$ cat config.mk
export PLATFORM = sky130hd
export DESIGN_NAME = hash_table_probe_insert_delete_top
export DESIGN_NICKNAME = d
export VERILOG_FILES = /design/src/hw/rtl/htpid_pkg.sv /design/src/hw/rtl/htpid_ctrl.sv /design/src/hw/rtl/htpid_datapath.sv /design/src/hw/rtl/hash_table_probe_insert_delete_top.sv
export VERILOG_INCLUDE_DIRS = /design/src /design/src/hw/rtl
export SDC_FILE = /design/constraint.sdc
export NUM_CORES = 2
export LEC_CHECK = 0
export BUFFER_PORTS_ARGS = -buffer_cell sky130_fd_sc_hd__buf_2
export CORE_ASPECT_RATIO = 1.5
export CORE_MARGIN = 2
export CORE_UTILIZATION = 65
export CTS_BUF_LIST = sky130_fd_sc_hd__clkbuf_8 sky130_fd_sc_hd__clkbuf_16
export DETAILED_ROUTE_END_ITERATION = 6
export GPL_ROUTABILITY_DRIVEN = 0
export PLACE_DENSITY = 0.81
export SETUP_SLACK_MARGIN = 0.02
export SKIP_LAST_GASP = 1
export SLEW_MARGIN = 20
export SYNTH_ARGS = -nofsm -noshare
export SYNTH_HDL_FRONTEND = slang
export SYNTH_SLANG_ARGS = --single-unit
$ cat constraint.sdc
create_clock -name clock -period 17.09 [get_ports clock]
set_input_delay 3.418 -clock clock [delete_from_list [all_inputs] [get_ports clock]]
set_output_delay 3.418 -clock clock [all_outputs]
set_load 0.005 [all_outputs]
$ cat src/hw/rtl/hash_table_probe_insert_delete_top_defines.svh
// ----------------------------------------------------------------------------
// hash table probe/insert/delete assertion macros
// concurrent assertion helpers, clocked by clock and disabled in reset
// ----------------------------------------------------------------------------
`ifndef HASH_TABLE_PROBE_INSERT_DELETE_TOP_DEFINES_SVH
`define HASH_TABLE_PROBE_INSERT_DELETE_TOP_DEFINES_SVH

// same-cycle implication
`define HTPID_ASSERT_SAME(label, ante, cons) \
   label: assert property (@(posedge clock) disable iff (reset) (ante) |-> (cons)) \
      else $error("same-cycle check failed");

// next-cycle implication
`define HTPID_ASSERT_NEXT(label, ante, cons) \
   label: assert property (@(posedge clock) disable iff (reset) (ante) |=> (cons)) \
      else $error("next-cycle check failed");

`endif

$ cat src/hw/rtl/htpid_pkg.sv
// ----------------------------------------------------------------------------
// htpid_pkg
// shared types and constants of the open-addressed key table
// ----------------------------------------------------------------------------
package htpid_pkg;

   localparam int TABLE_SLOTS_DEFAULT = 128;
   localparam int KEY_BITS_DEFAULT    = 16;

   localparam int CAP_BITS    = 8;
   localparam int OCC_BITS    = 8;
   localparam int STATUS_BITS = 3;
   localparam int DIGIT_BITS  = 4;

   localparam logic [CAP_BITS-1:0] FIRST_STEP     = 8'd4;
   localparam logic [CAP_BITS-1:0] CAPACITY_RESET = 8'd67;

   typedef enum logic [STATUS_BITS-1:0] {
      STATUS_INSERTED  = 3'd0,
      STATUS_OVERWROTE = 3'd1,
      STATUS_FULL      = 3'd2,
      STATUS_DELETED   = 3'd3,
      STATUS_NOT_FOUND = 3'd4
   } status_type;

   typedef enum logic {
      OP_INSERT = 1'b0,
      OP_DELETE = 1'b1
   } opcode_type;

   typedef enum logic [2:0] {
      ST_IDLE,
      ST_DIVIDE,
      ST_READ_HOME,
      ST_CHECK_HOME,
      ST_READ_PROBE,
      ST_CHECK_PROBE,
      ST_DELIVER
   } state_type;

   typedef enum logic [3:0] {
      CMD_NONE,
      CMD_LOAD,
      CMD_DIV,
      CMD_ADVANCE,
      CMD_INSERT,
      CMD_OVERWRITE,
      CMD_DELETE,
      CMD_FULL,
      CMD_MISS,
      CMD_SEND
   } dp_cmd_type;

   typedef struct packed {
      dp_cmd_type op;
      logic       req_ready;
   } ctrl_cmd_type;

   typedef struct packed {
      logic req_valid;
      logic is_delete;
      logic div_last;
      logic slot_valid;
      logic key_match;
      logic count_full;
      logic next_at_home;
      logic rsp_free;
   } dp_status_type;

endpackage

$ cat src/hw/rtl/htpid_ctrl.sv
// ----------------------------------------------------------------------------
// htpid_ctrl
// sequencer for one request: accept, divide, probe, commit, deliver
// ----------------------------------------------------------------------------
module htpid_ctrl (
   input  logic                    clock,
   input  logic                    reset,
   input  htpid_pkg::dp_status_type status,
   output htpid_pkg::ctrl_cmd_type  cmd
);
   import htpid_pkg::*;

   state_type state_ff;
   state_type state_in;
   logic      hit;

   assign hit = status.slot_valid && status.key_match;

   always_ff @(posedge clock) begin
      if (reset) begin
         state_ff <= ST_IDLE;
      end else begin
         state_ff <= state_in;
      end
   end

   always_comb begin
      state_in = state_ff;
      unique case (state_ff)
         ST_IDLE: begin
            if (status.req_valid) state_in = ST_DIVIDE;
         end
         ST_DIVIDE: begin
            if (status.div_last) state_in = ST_READ_HOME;
         end
         ST_READ_HOME: state_in = ST_CHECK_HOME;
         ST_CHECK_HOME: begin
            if (status.is_delete || !status.slot_valid || hit || status.next_at_home) begin
               state_in = ST_DELIVER;
            end else begin
               state_in = ST_READ_PROBE;
            end
         end
         ST_READ_PROBE: state_in = ST_CHECK_PROBE;
         ST_CHECK_PROBE: begin
            if (!status.slot_valid || hit || status.next_at_home) begin
               state_in = ST_DELIVER;
            end else begin
               state_in = ST_READ_PROBE;
            end
         end
         ST_DELIVER: begin
            if (status.rsp_free) state_in = ST_IDLE;
         end
         default: state_in = ST_IDLE;
      endcase
   end

   always_comb begin
      cmd.op        = CMD_NONE;
      cmd.req_ready = 1'b0;
      unique case (state_ff)
         ST_IDLE: begin
            cmd.req_ready = 1'b1;
            if (status.req_valid) cmd.op = CMD_LOAD;
         end
         ST_DIVIDE: cmd.op = CMD_DIV;
         ST_READ_HOME, ST_READ_PROBE: cmd.op = CMD_NONE;
         ST_CHECK_HOME: begin
            if (status.is_delete) begin
               cmd.op = hit ? CMD_DELETE : CMD_MISS;
            end else if (!status.slot_valid) begin
               // empty home slot still refused once the count reaches capacity
               cmd.op = status.count_full ? CMD_FULL : CMD_INSERT;
            end else if (hit) begin
               cmd.op = CMD_OVERWRITE;
            end else begin
               cmd.op = status.next_at_home ? CMD_FULL : CMD_ADVANCE;
            end
         end
         ST_CHECK_PROBE: begin
            if (!status.slot_valid) begin
               cmd.op = CMD_INSERT;
            end else if (hit) begin
               cmd.op = CMD_OVERWRITE;
            end else begin
               cmd.op = status.next_at_home ? CMD_FULL : CMD_ADVANCE;
            end
         end
         ST_DELIVER: begin
            if (status.rsp_free) cmd.op = CMD_SEND;
         end
         default: cmd.op = CMD_NONE;
      endcase
   end

endmodule

$ cat src/hw/rtl/htpid_datapath.sv
// ----------------------------------------------------------------------------
// htpid_datapath
// capacity register, remainder unit, probe index, slot store, result register
// ----------------------------------------------------------------------------
module htpid_datapath #(
   parameter int TABLE_SLOTS = htpid_pkg::TABLE_SLOTS_DEFAULT,
   parameter int KEY_BITS    = htpid_pkg::KEY_BITS_DEFAULT,
   parameter int SLOT_BITS   = $clog2(TABLE_SLOTS)
) (
   input  logic                                clock,
   input  logic                                reset,
   input  htpid_pkg::ctrl_cmd_type              cmd,
   input  logic                                req_valid,
   input  logic                                req_opcode,
   input  logic [KEY_BITS-1:0]                 req_key,
   input  logic                                csr_valid,
   input  logic [htpid_pkg::CAP_BITS-1:0]      csr_data,
   input  logic                                rsp_ready,
   output htpid_pkg::dp_status_type             status,
   output logic                                rsp_valid,
   output logic [htpid_pkg::STATUS_BITS-1:0]   rsp_status,
   output logic [SLOT_BITS-1:0]                rsp_slot,
   output logic [htpid_pkg::OCC_BITS-1:0]      rsp_occupancy
);
   import htpid_pkg::*;

   // capacity never exceeds 255, so only the low slots can ever be reached
   localparam int USED_SLOTS = (TABLE_SLOTS < 255) ? TABLE_SLOTS : 255;
   localparam int IDX_BITS   = $clog2(USED_SLOTS);
   localparam int DIGITS     = (KEY_BITS + DIGIT_BITS - 1) / DIGIT_BITS;
   localparam int KEY_PAD    = DIGITS * DIGIT_BITS;
   localparam int CNT_BITS   = $clog2(DIGITS);

   function automatic logic [CAP_BITS-1:0] first_step(input logic [CAP_BITS-1:0] cap);
      logic [CAP_BITS-1:0] s;
      s = FIRST_STEP;
      if (cap == 8'd3) begin
         s = 8'd1;
      end else if (cap <= FIRST_STEP) begin
         s = '0;
      end
      return s;
   endfunction

   function automatic logic [CAP_BITS-1:0] rem_digit(input logic [CAP_BITS-1:0] rem,
                                                     input logic [DIGIT_BITS-1:0] dig,
                                                     input logic [CAP_BITS-1:0] cap);
      logic [CAP_BITS:0]   r;
      logic [CAP_BITS-1:0] acc;
      acc = rem;
      for (int i = DIGIT_BITS - 1; i >= 0; i--) begin
         r = {acc, dig[i]};
         if (r >= {1'b0, cap}) r = r - {1'b0, cap};
         acc = r[CAP_BITS-1:0];
      end
      return acc;
   endfunction

   logic [CAP_BITS-1:0]   cap_ff;
   logic [CAP_BITS-1:0]   eff_cap;
   logic [CAP_BITS-1:0]   cap_lo;

   logic [KEY_BITS-1:0]   key_ff;
   logic                  op_ff;
   logic [KEY_PAD-1:0]    key_sh_ff;
   logic [CNT_BITS-1:0]   cnt_ff;
   logic [CAP_BITS-1:0]   rem_ff;
   logic [CAP_BITS-1:0]   rem_in;

   logic [IDX_BITS-1:0]   home_ff;
   logic [IDX_BITS-1:0]   idx_ff;
   logic [CAP_BITS-1:0]   step_ff;
   logic [CAP_BITS:0]     probe_sum;
   logic [CAP_BITS:0]     step_sum;
   logic [IDX_BITS-1:0]   next_idx;
   logic [CAP_BITS-1:0]   next_step;

   logic [USED_SLOTS-1:0] valid_ff;
   logic [KEY_BITS-1:0]   key_mem [USED_SLOTS];
   logic [KEY_BITS-1:0]   key_rd_ff;
   logic                  valid_rd_ff;
   logic                  key_wr;

   logic [OCC_BITS-1:0]   count_ff;
   status_type            res_status_ff;
   logic [SLOT_BITS-1:0]  res_slot_ff;

   logic                  rsp_valid_ff;
   logic [STATUS_BITS-1:0] rsp_status_ff;
   logic [SLOT_BITS-1:0]  rsp_slot_ff;
   logic [OCC_BITS-1:0]   rsp_occ_ff;
   logic                  rsp_free;

   // capacity zero acts as one, capacity above the store as the store size
   always_comb begin
      cap_lo  = (cap_ff == '0) ? 8'd1 : cap_ff;
      eff_cap = cap_lo;
      if (32'(cap_lo) > TABLE_SLOTS) eff_cap = CAP_BITS'(TABLE_SLOTS);
   end

   always_ff @(posedge clock) begin
      if (reset) begin
         cap_ff <= CAPACITY_RESET;
      end else if (csr_valid) begin
         cap_ff <= csr_data;
      end
   end

   assign rem_in = rem_digit(rem_ff, key_sh_ff[KEY_PAD-1 -: DIGIT_BITS], eff_cap);

   // home and step are both below capacity, one subtract folds the sum back
   always_comb begin
      probe_sum = {1'b0, CAP_BITS'(home_ff)} + {1'b0, step_ff};
      if (probe_sum >= {1'b0, eff_cap}) probe_sum = probe_sum - {1'b0, eff_cap};
      next_idx  = IDX_BITS'(probe_sum);
      step_sum  = {1'b0, step_ff} + 9'd1;
      next_step = (step_sum == {1'b0, eff_cap}) ? '0 : step_sum[CAP_BITS-1:0];
   end

   always_ff @(posedge clock) begin
      case (cmd.op)
         CMD_LOAD: begin
            key_ff    <= req_key;
            op_ff     <= req_opcode;
            key_sh_ff <= KEY_PAD'(req_key);
            rem_ff    <= '0;
         end
         CMD_DIV: begin
            rem_ff    <= rem_in;
            key_sh_ff <= key_sh_ff << DIGIT_BITS;
            home_ff   <= IDX_BITS'(rem_in);
            idx_ff    <= IDX_BITS'(rem_in);
            step_ff   <= first_step(eff_cap);
         end
         CMD_ADVANCE: begin
            idx_ff  <= next_idx;
            step_ff <= next_step;
         end
         default: begin
         end
      endcase
   end

   always_ff @(posedge clock) begin
      if (reset) begin
         cnt_ff <= '0;
      end else if (cmd.op == CMD_LOAD) begin
         cnt_ff <= '0;
      end else if (cmd.op == CMD_DIV) begin
         cnt_ff <= cnt_ff + 1'b1;
      end
   end

   assign key_wr = (cmd.op == CMD_INSERT) || (cmd.op == CMD_OVERWRITE);

   always_ff @(posedge clock) begin
      if (key_wr) key_mem[idx_ff] <= key_ff;
      key_rd_ff <= key_mem[idx_ff];
   end

   always_ff @(posedge clock) begin
      if (reset) begin
         valid_ff    <= '0;
         valid_rd_ff <= 1'b0;
      end else begin
         valid_rd_ff <= valid_ff[idx_ff];
         if (cmd.op == CMD_INSERT) begin
            valid_ff[idx_ff] <= 1'b1;
         end else if (cmd.op == CMD_DELETE) begin
            valid_ff[idx_ff] <= 1'b0;
         end
      end
   end

   always_ff @(posedge clock) begin
      if (reset) begin
         count_ff <= '0;
      end else if (cmd.op == CMD_INSERT && count_ff != '1) begin
         count_ff <= count_ff + 1'b1;
      end else if (cmd.op == CMD_DELETE && count_ff != '0) begin
         count_ff <= count_ff - 1'b1;
      end
   end

   always_ff @(posedge clock) begin
      case (cmd.op)
         CMD_INSERT: begin
            res_status_ff <= STATUS_INSERTED;
            res_slot_ff   <= SLOT_BITS'(idx_ff);
         end
         CMD_OVERWRITE: begin
            res_status_ff <= STATUS_OVERWROTE;
            res_slot_ff   <= SLOT_BITS'(idx_ff);
         end
         CMD_DELETE: begin
            res_status_ff <= STATUS_DELETED;
            res_slot_ff   <= SLOT_BITS'(idx_ff);
         end
         CMD_FULL: begin
            res_status_ff <= STATUS_FULL;
            res_slot_ff   <= '0;
         end
         CMD_MISS: begin
            res_status_ff <= STATUS_NOT_FOUND;
            res_slot_ff   <= '0;
         end
         default: begin
         end
      endcase
   end

   assign rsp_free = !rsp_valid_ff || rsp_ready;

   always_ff @(posedge clock) begin
      if (reset) begin
         rsp_valid_ff <= 1'b0;
      end else if (cmd.op == CMD_SEND) begin
         rsp_valid_ff <= 1'b1;
      end else if (rsp_ready) begin
         rsp_valid_ff <= 1'b0;
      end
   end

   always_ff @(posedge clock) begin
      if (cmd.op == CMD_SEND) begin
         rsp_status_ff <= res_status_ff;
         rsp_slot_ff   <= res_slot_ff;
         rsp_occ_ff    <= count_ff;
      end
   end

   assign status.req_valid    = req_valid;
   assign status.is_delete    = (op_ff == OP_DELETE);
   assign status.div_last     = (cnt_ff == CNT_BITS'(DIGITS - 1));
   assign status.slot_valid   = valid_rd_ff;
   assign status.key_match    = (key_rd_ff == key_ff);
   assign status.count_full   = (count_ff >= eff_cap);
   assign status.next_at_home = (next_idx == home_ff);
   assign status.rsp_free     = rsp_free;

   assign rsp_valid     = rsp_valid_ff;
   assign rsp_status    = rsp_status_ff;
   assign rsp_slot      = rsp_slot_ff;
   assign rsp_occupancy = rsp_occ_ff;

endmodule

$ cat src/hw/rtl/hash_table_probe_insert_delete_top.sv
// ----------------------------------------------------------------------------
// hash_table_probe_insert_delete_top
// open-addressed key table taking insert and delete requests
// ----------------------------------------------------------------------------
// usage:
//   req channel: one transaction per request, key in req_tdata, opcode in
//     req_tuser (0 insert, 1 delete). req_tready is high only while the block
//     is free to start a new request.
//   rsp channel: one transaction per request, status, slot and occupancy
//     in rsp_tdata, in request order.
//   csr channel: writes the 8-bit capacity (hash modulus); always ready.
//     write it only between requests.
//   timing: the request is accepted, then the remainder unit takes the key
//     one 4-bit digit at a time, most significant first, then each slot
//     inspected is read from the slot store and then compared, then the
//     result goes into the output register. up to capacity slots are
//     inspected per request. the remainder unit and the single-port slot
//     store set this sequence.
//   the output register holds a result while rsp_tready is low; the block
//     then finishes the request in hand and waits before taking another.
//   reset: synchronous, clears all slot valid bits at once, the occupancy
//     and the response valid flag, and sets capacity to 67.
// ----------------------------------------------------------------------------
`include "hash_table_probe_insert_delete_top_defines.svh"

module hash_table_probe_insert_delete_top #(
   parameter int TABLE_SLOTS = htpid_pkg::TABLE_SLOTS_DEFAULT,
   parameter int KEY_BITS    = htpid_pkg::KEY_BITS_DEFAULT,
   parameter int SLOT_BITS   = $clog2(TABLE_SLOTS),
   parameter int REQ_BITS    = ((KEY_BITS + 7) / 8) * 8,
   parameter int RSP_BITS    = ((htpid_pkg::STATUS_BITS + SLOT_BITS + htpid_pkg::OCC_BITS + 7)
                               / 8) * 8
) (
   input  logic                           clock,
   input  logic                           reset,
   input  logic                           req_tvalid,
   output logic                           req_tready,
   input  logic [REQ_BITS-1:0]            req_tdata,   // key
   input  logic [0:0]                     req_tuser,   // opcode
   output logic                           rsp_tvalid,
   input  logic                           rsp_tready,
   output logic [RSP_BITS-1:0]            rsp_tdata,   // status, slot, occupancy
   input  logic                           csr_valid,
   output logic                           csr_ready,
   input  logic [htpid_pkg::CAP_BITS-1:0] csr_data     // capacity
);
   import htpid_pkg::*;

   ctrl_cmd_type          cmd;
   dp_status_type         status;
   logic [STATUS_BITS-1:0] rsp_status;
   logic [SLOT_BITS-1:0]  rsp_slot;
   logic [OCC_BITS-1:0]   rsp_occupancy;

   htpid_ctrl u_ctrl (
      .clock  (clock),
      .reset  (reset),
      .status (status),
      .cmd    (cmd)
   );

   htpid_datapath #(
      .TABLE_SLOTS (TABLE_SLOTS),
      .KEY_BITS    (KEY_BITS),
      .SLOT_BITS   (SLOT_BITS)
   ) u_datapath (
      .clock         (clock),
      .reset         (reset),
      .cmd           (cmd),
      .req_valid     (req_tvalid),
      .req_opcode    (req_tuser[0]),
      .req_key       (KEY_BITS'(req_tdata)),
      .csr_valid     (csr_valid),
      .csr_data      (csr_data),
      .rsp_ready     (rsp_tready),
      .status        (status),
      .rsp_valid     (rsp_tvalid),
      .rsp_status    (rsp_status),
      .rsp_slot      (rsp_slot),
      .rsp_occupancy (rsp_occupancy)
   );

   assign req_tready = cmd.req_ready;
   assign csr_ready  = 1'b1;
   assign rsp_tdata  = RSP_BITS'({rsp_occupancy, rsp_slot, rsp_status});

   // one request in hand at a time
   `HTPID_ASSERT_NEXT(a_busy_after_accept, req_tvalid && req_tready, !req_tready)

   // a new key only goes into a slot that read back empty
   `HTPID_ASSERT_SAME(a_insert_empty, cmd.op == CMD_INSERT, !status.slot_valid)

   // full and not-found results carry slot zero
   `HTPID_ASSERT_SAME(a_miss_slot_zero,
      rsp_tvalid && (rsp_status == STATUS_FULL || rsp_status == STATUS_NOT_FOUND),
      rsp_slot == '0)

endmodule
# After elaboration in Yosys (flattened, before gate mapping)
# Memories as Yosys holds them, arrays and structs flattened. A register that Yosys moved wholly into a read port is not among the register bits.
# Index checks and enable logic that the tools add are counted.
# word_totals
register_bits	242
ramBits	2048
out_inout_bits	27
elab_cells	139
n_memories	1
# memory_table
name	words	word_bits	rd	rd_ports_with_merged_regs	wr	line_no	rtl
u_datapath.key_mem	128	16	1	1	1	htpid_datapath.sv:79	logic [KEY_BITS-1:0] key_mem [USED_SLOTS];
# op_classes
n_addsub	10
n_lt_le_gt_ge	10
eq_ne	24
mux	45
bitwise	3
n_reduce_logical	27
# ops
cell	count
128-bit two-way mux	2
128-bit bitwise AND	1
128-bit inverter	1
128-bit bitwise OR	1
8-bit two-way mux	10
9-bit by 8-bit greater-or-equal comparator with 1-bit output	5
16-bit one-hot mux with 2 select lines	1
8-bit one-hot mux with 2 select lines	2
8-bit subtractor	4
7-bit one-hot mux with 2 select lines	2
4-bit two-way mux	6
3-bit one-hot mux with 7 select lines	1
4-bit one-hot mux with 5 select lines	1
16-bit == test	1
4-bit by 3-bit == test with 1-bit output (second input constant)	4
3-bit two-way mux	5
3-bit one-hot mux with 5 select lines	1
2-bit nonzero test	6
7-bit by 8-bit adder with 9-bit output	1
8-bit by 1-bit adder with 9-bit output (second input constant)	1
3-bit == test (second input constant)	3
9-bit by 8-bit == test with 1-bit output	1
8-bit by 1-bit adder with 8-bit output (second input constant)	1
4-bit by 2-bit == test with 1-bit output (second input constant)	2
other kinds (33)	56

# Depth between registers and ports, before layout
# depth
word_depth	16
mapped_depth	41

# Cells and area by module
# Synthesis repeated with hierarchy kept, for this count alone.
# hier_totals
hier_cells	5322
hier_area_um2	87665.3
# modules_own_cells
module	n_inst	cells_per_inst	area_per_inst_um2	seq_area_each_um2
htpid_datapath	1	5268	87287.5	67514.8
htpid_ctrl	1	45	317.8	60.1
hash_table_probe_insert_delete_top	1	9	60.1	0.0

# Least setup slack after synthesis
# No wires, ideal clock.
# synth_timing
kind	reg2reg
start	reg u_datapath.cap_ff[3]
end	reg u_datapath.idx_ff[4], data pin
arrival_ns	8.818
t_required_ns	16.815
slack_ns	7.996
stages_incl_launch_ff	38
path_buffers	2
synth_period_minus_slack_ns	9.094
path_cell_list	dfxtp_1 or4_1 nor2_1 a21oi_1 nor2_1 ha_1 nor2b_4 o31a_4 o311a_1 nor2_1 mux2i_1 ha_1 and3_1 a41o_1 a31oi_1 nand3_2 mux2i_1 inv_1 [... 2 more ...] a211oi_1 a21oi_1 a2bb2oi_1 a2111oi_4 nor3_2 buf_6 buf_2 a21oi_1 ha_1 nor2b_1 o2111ai_1 a31o_2 a21oi_1 nand2b_1 nor4_1 nor2_1 a221oi_1 mux2i_1
# synth_via
elab_chain_len	14
# synth_lines
item	line_no	rtl
start, declared	htpid_datapath.sv:59	logic [CAP_BITS-1:0] cap_ff;
start signal, assigned	htpid_datapath.sv:105	cap_ff <= csr_data;
8-bit logical NOT	htpid_datapath.sv:96	cap_lo = (cap_ff == '0) ? 8'd1 : cap_ff;
8-bit two-way mux *	htpid_datapath.sv:96	
8-bit > comparator	htpid_datapath.sv:98	if (32'(cap_lo) > TABLE_SLOTS) eff_cap = CAP_BITS'(TABLE_SLOTS);
8-bit two-way mux *	htpid_datapath.sv:98	
parallel branches: the longest is 9 deep, another holds 8-bit subtractor	--	
7-bit one-hot mux with 2 select lines *	htpid_datapath.sv:121	case (cmd.op)
end signal, assigned	htpid_datapath.sv:132	idx_ff <= IDX_BITS'(rem_in);
end signal, assigned	htpid_datapath.sv:136	idx_ff <= next_idx;
end, declared	htpid_datapath.sv:71	logic [IDX_BITS-1:0] idx_ff;
# Every way passes the cells marked *.
# A chain may end at the register's enable or synchronous reset.

# Worst setup path after layout
# layout_timing
start	reg u_datapath.cap_ff[7]
end	reg u_datapath.idx_ff[4], data pin
# The elaborated chain is that of the path after synthesis.

==> results.tsv <==
stage	metric	value	unit
status	status	complete, but fails checks	
status	violations	DRC	
global_route	grt_use_total	36.5	%
clock_tree	holdBufCountCts	0	
pwr	pwr-share-clk	24.6	%
timing	setup_viol	0	
drt	vias	56600	
timing	fin_tns_setup	0	ns
logic_synthesis	synth.cell_area	88700	um2
timing	worstMarginPinSlew	1.31	ns
timing	timing.final.ws_setup	5.52	ns
floorplan	io_pins	57	
layout	nFillCells	7609	
drt	viasPerCell	7.54	
logic_synthesis	synthSimpleGateAreaFrac	5.13	%
timing	fin_crit_sh	67.7	%
place	place_ws	5.66	ns
clock_tree	clock_latency	0.86	ns
drt	wl_per_cell	34.1	um
timing	layout_min_cycle_time	11.57	ns
global_route	antenna_found_initial	14	
global_route	grt_max_degree	115	
logic_synthesis	yosys.area_share.xor_xnor	0.622	%
timing	slew_violations	0	
floorplan	core	136000	um2
layout	area_growth	10.5	%
place	placedCellCount	7155	
critical_path	arrival	12.13	ns
critical_path	crit_required	17.65	ns
clock_tree	cts_buffer_depth	3	
logic_synthesis	synth_seq_area_share	76.2	%
critical_path	worst-path-max-fanout	20	
timing	hold_violations	0	
logic_synthesis	synth_adder_area_share	1.05	%
drt	drt_wl_total	256	mm
global_route	grt_pass1_vias	55100	
floorplan	die-area	140000	um2
timing	skew	0.0454	ns
logic_synthesis	syn_avg_cell_area	16.2	um2
hold_path	min_path_type	reg2reg	
global_route	grt_pass1_wl	369	mm
drt	drtAntennaViolNets	0	
floorplan	dieHeight	456	um
logic_synthesis	async_flop_share	0	%
run	maxCapViolCount	0	
pwr	p_seq_share	36.6	%
critical_path	slowest_delay	0.73	ns
place	detailed_place_hpwl	145	mm
logic_synthesis	yosysWarnings	0	
critical_path	r2r-start	u_datapath.cap_ff[7]	
layout	fin_cells	7507	
clock_tree	post_cts_resized	0	
global_route	grt_overflow	0	
pwr	combPwrFrac	38.9	%
critical_path	worst-setup-path-type	reg2reg	
logic_synthesis	ys_ff_latch	2306	
clock_tree	clkSinkCount	2306	
pwr	power_density	181	nW/um2
critical_path	start_kind	flop	
floorplan	rows	166	
logic_synthesis	yosysUniqueCellTypes	85	
clock_tree	cts_setup_buffers	0	
place	io_buffers	49	
logic_synthesis	synth_cells	5480	
logic_synthesis	synth_top_family_by_area	compound AO/OA/AOI/OAI gates	
logic_synthesis	ys_top_cells_by_area	edfxtp_1 (72%), a22oi_1 (5.6%), dfxtp_1 (3.8%), a221oi_1 (2.2%), a22o_1 (2.1%)	
logic_synthesis	ys.flop_type	edfxtp_1	
layout	final_common_cell	edfxtp_1	
clock_tree	cts-htree-levels	4	
clock_tree	cts_root_buf	clkbuf_16	
pwr	swShare	37.6	%
timing	fmax	86.4	MHz
layout	final_cell_mix	edfxtp_1 (2,139), a22oi_1 (659), nor2_1 (341)	
floorplan	die_x	306	um
pwr	p_sw	6680	uW
layout	nNetsFinal	5682	
logic_synthesis	synth_edf_count	2139	
pwr	vdd_ir_drop_max	0.402	mV
logic_synthesis	netlist.area_leader.share	72.4	%
layout	drive_gt1_share	11.0	%
timing	rsz0062_at_grt	false	
logic_synthesis	synth_compound_area_share	13.1	%
drt	drc	1	
critical_path	timing.critical_path.from	u_datapath.cap_ff[7]	
critical_path	end_kind	flop	
clock_tree	cts_buffers	188	
drt	drt_iter0_markers	9347	
clock_tree	cts.clk_slew.worst_paths	0.08	ns
critical_path	reg2reg_slack	5.52	ns
pwr	p_leak	0.0318	uW
floorplan	start_util	65.2	%
logic_synthesis	synthMuxAreaShare	2.00	%
logic_synthesis	yosysTopAreaCell	edfxtp_1	
hold_path	min_from	u_datapath.res_status_ff[1]	
critical_path	crit_slowest_cell	nand2_1	
drt	drtPass1Iterations	7	
clock_tree	cts_tree	built	
pwr	intPower	11100	uW
timing	relSlewSlack	12.1	%
## cell type report
type                    instances  area (um2)  area share (%)
clock inverters               156        1450            1.48
diodes                          3        7.51         0.00766
flip-flops and latches       2306       67600            69.0
repair buffers                304        2260            2.31
well taps                    1764        2210            2.25
multi-input cells            2740       19600            20.0
inverters                      42         158           0.161
clock buffers                 192        4780            4.88
## cells by family after synthesis
family / count (synthesis)
AOI/OAI and AO/OA: 1519
xor gates and xnor gates: 63
adders and majority gates: 70
buffers and inverters: 439
DFF: 2306
muxes: 172
other: 2
and+or+nand+nor: 909
## metrics by stage
| stage | power [uW] | area (um2) | hold slack (ns) | utilization [%] |
|---|---|---|---|---|
| after floorplan | 11100 | 88700 | 0.400 | - |
| after global placement | 12900 | 91700 | 0.402 | 67.4 |
| after detailed placement | 13100 | 91700 | 0.405 | 67.4 |
| after CTS | 17400 | 97900 | 0.418 | 72.0 |
| after global routing | 18300 | 98000 | 0.420 | 72.0 |
| final | 17800 | 98000 | 0.418 | 72.0 |
## final timing paths
kind	to	depth (start not counted)
hold / removal	u_datapath.rsp_status[1]	0
setup / recovery	u_datapath.idx_ff[4]	34
setup reg to reg	u_datapath.idx_ff[4]	34
hold reg to reg	u_datapath.rsp_status[1]	0
## sequential cells by signal (all words and copies together) (netlist names), named ones only
signal	count
u_datapath.idx_ff	7
u_datapath.rsp_status	3
u_datapath.valid_rd_ff	1
u_datapath.count_ff	8
u_datapath.key_ff	16
u_datapath.home_ff	7
u_ctrl.state_ff	3
u_datapath.res_slot_ff	7
u_datapath.key_rd_ff	16
u_datapath.res_status_ff	3
u_datapath.rsp_occupancy	8
u_datapath.rsp_valid	1
u_datapath.key_mem	2048
u_datapath.op_ff	1
u_datapath.cnt_ff	2
u_datapath.rem_ff	8
u_datapath.step_ff	8
u_datapath.cap_ff	8
u_datapath.rsp_slot	7
u_datapath.key_sh_ff	16
## power groups by stage
stage | logic [uW] | clock network, uW | registers [uW]
6_report | 6900 | 4370 | 6490
5_1_grt | 7210 | 4550 | 6490
4_1_cts | 6570 | 4360 | 6490
3_5_place_dp | 6530 | 0 | 6610
3_3_place_gp | 6320 | 0 | 6610
2_1_floorplan | 4430 | 0 | 6640
## per-layer routing
layer	routed length (um)	global-route usage [%]	up-vias	part of all wire [%]
met5	109	0.521	-	0.043
met4	22300	26.9	16	8.7
met3	34500	9.16	1076	13
met2	120000	57.0	5256	47
met1	79600	44.3	27600	31
li1	-	-	22700	-
## cells in the mapped netlist (all sizes together) (4+ instances only)
cell type / count
nor3b: 4
clkbuf: 266
a22oi: 659
fa: 7
o2111ai: 5
a21o: 15
and3: 16
nor2b: 23
o211ai: 21
nor4: 37
xor2: 20
o21ai: 60
ha: 63
mux2i: 154
buf: 131
inv: 40
o31ai: 6
a311oi: 4
dfxtp: 167
a221oi: 222
a211oi: 10
a211o: 5
nor2: 343
nand3: 44
nand2: 104
a22o: 217
mux2: 15
nand4: 242
edfxtp: 2139
xnor2: 43
o21bai: 8
o21a: 13
or2: 6
or4: 16
and2: 13
o311a: 5
a31oi: 181
nor3: 27
a21oi: 58
nand2b: 16
or3: 10
## worst max-delay path, delay by kind of cell (launching register included)
family / cells / cell delay [ns]
mux: 3 / 0.96
simple gates: 12 / 4.03
buf+inv: 2 / 0.61
flops: 1 / 0.42
compound gates: 13 / 3.87
fa+ha+maj: 4 / 1.38
Note: power is estimated with default switching activity, not from simulation.
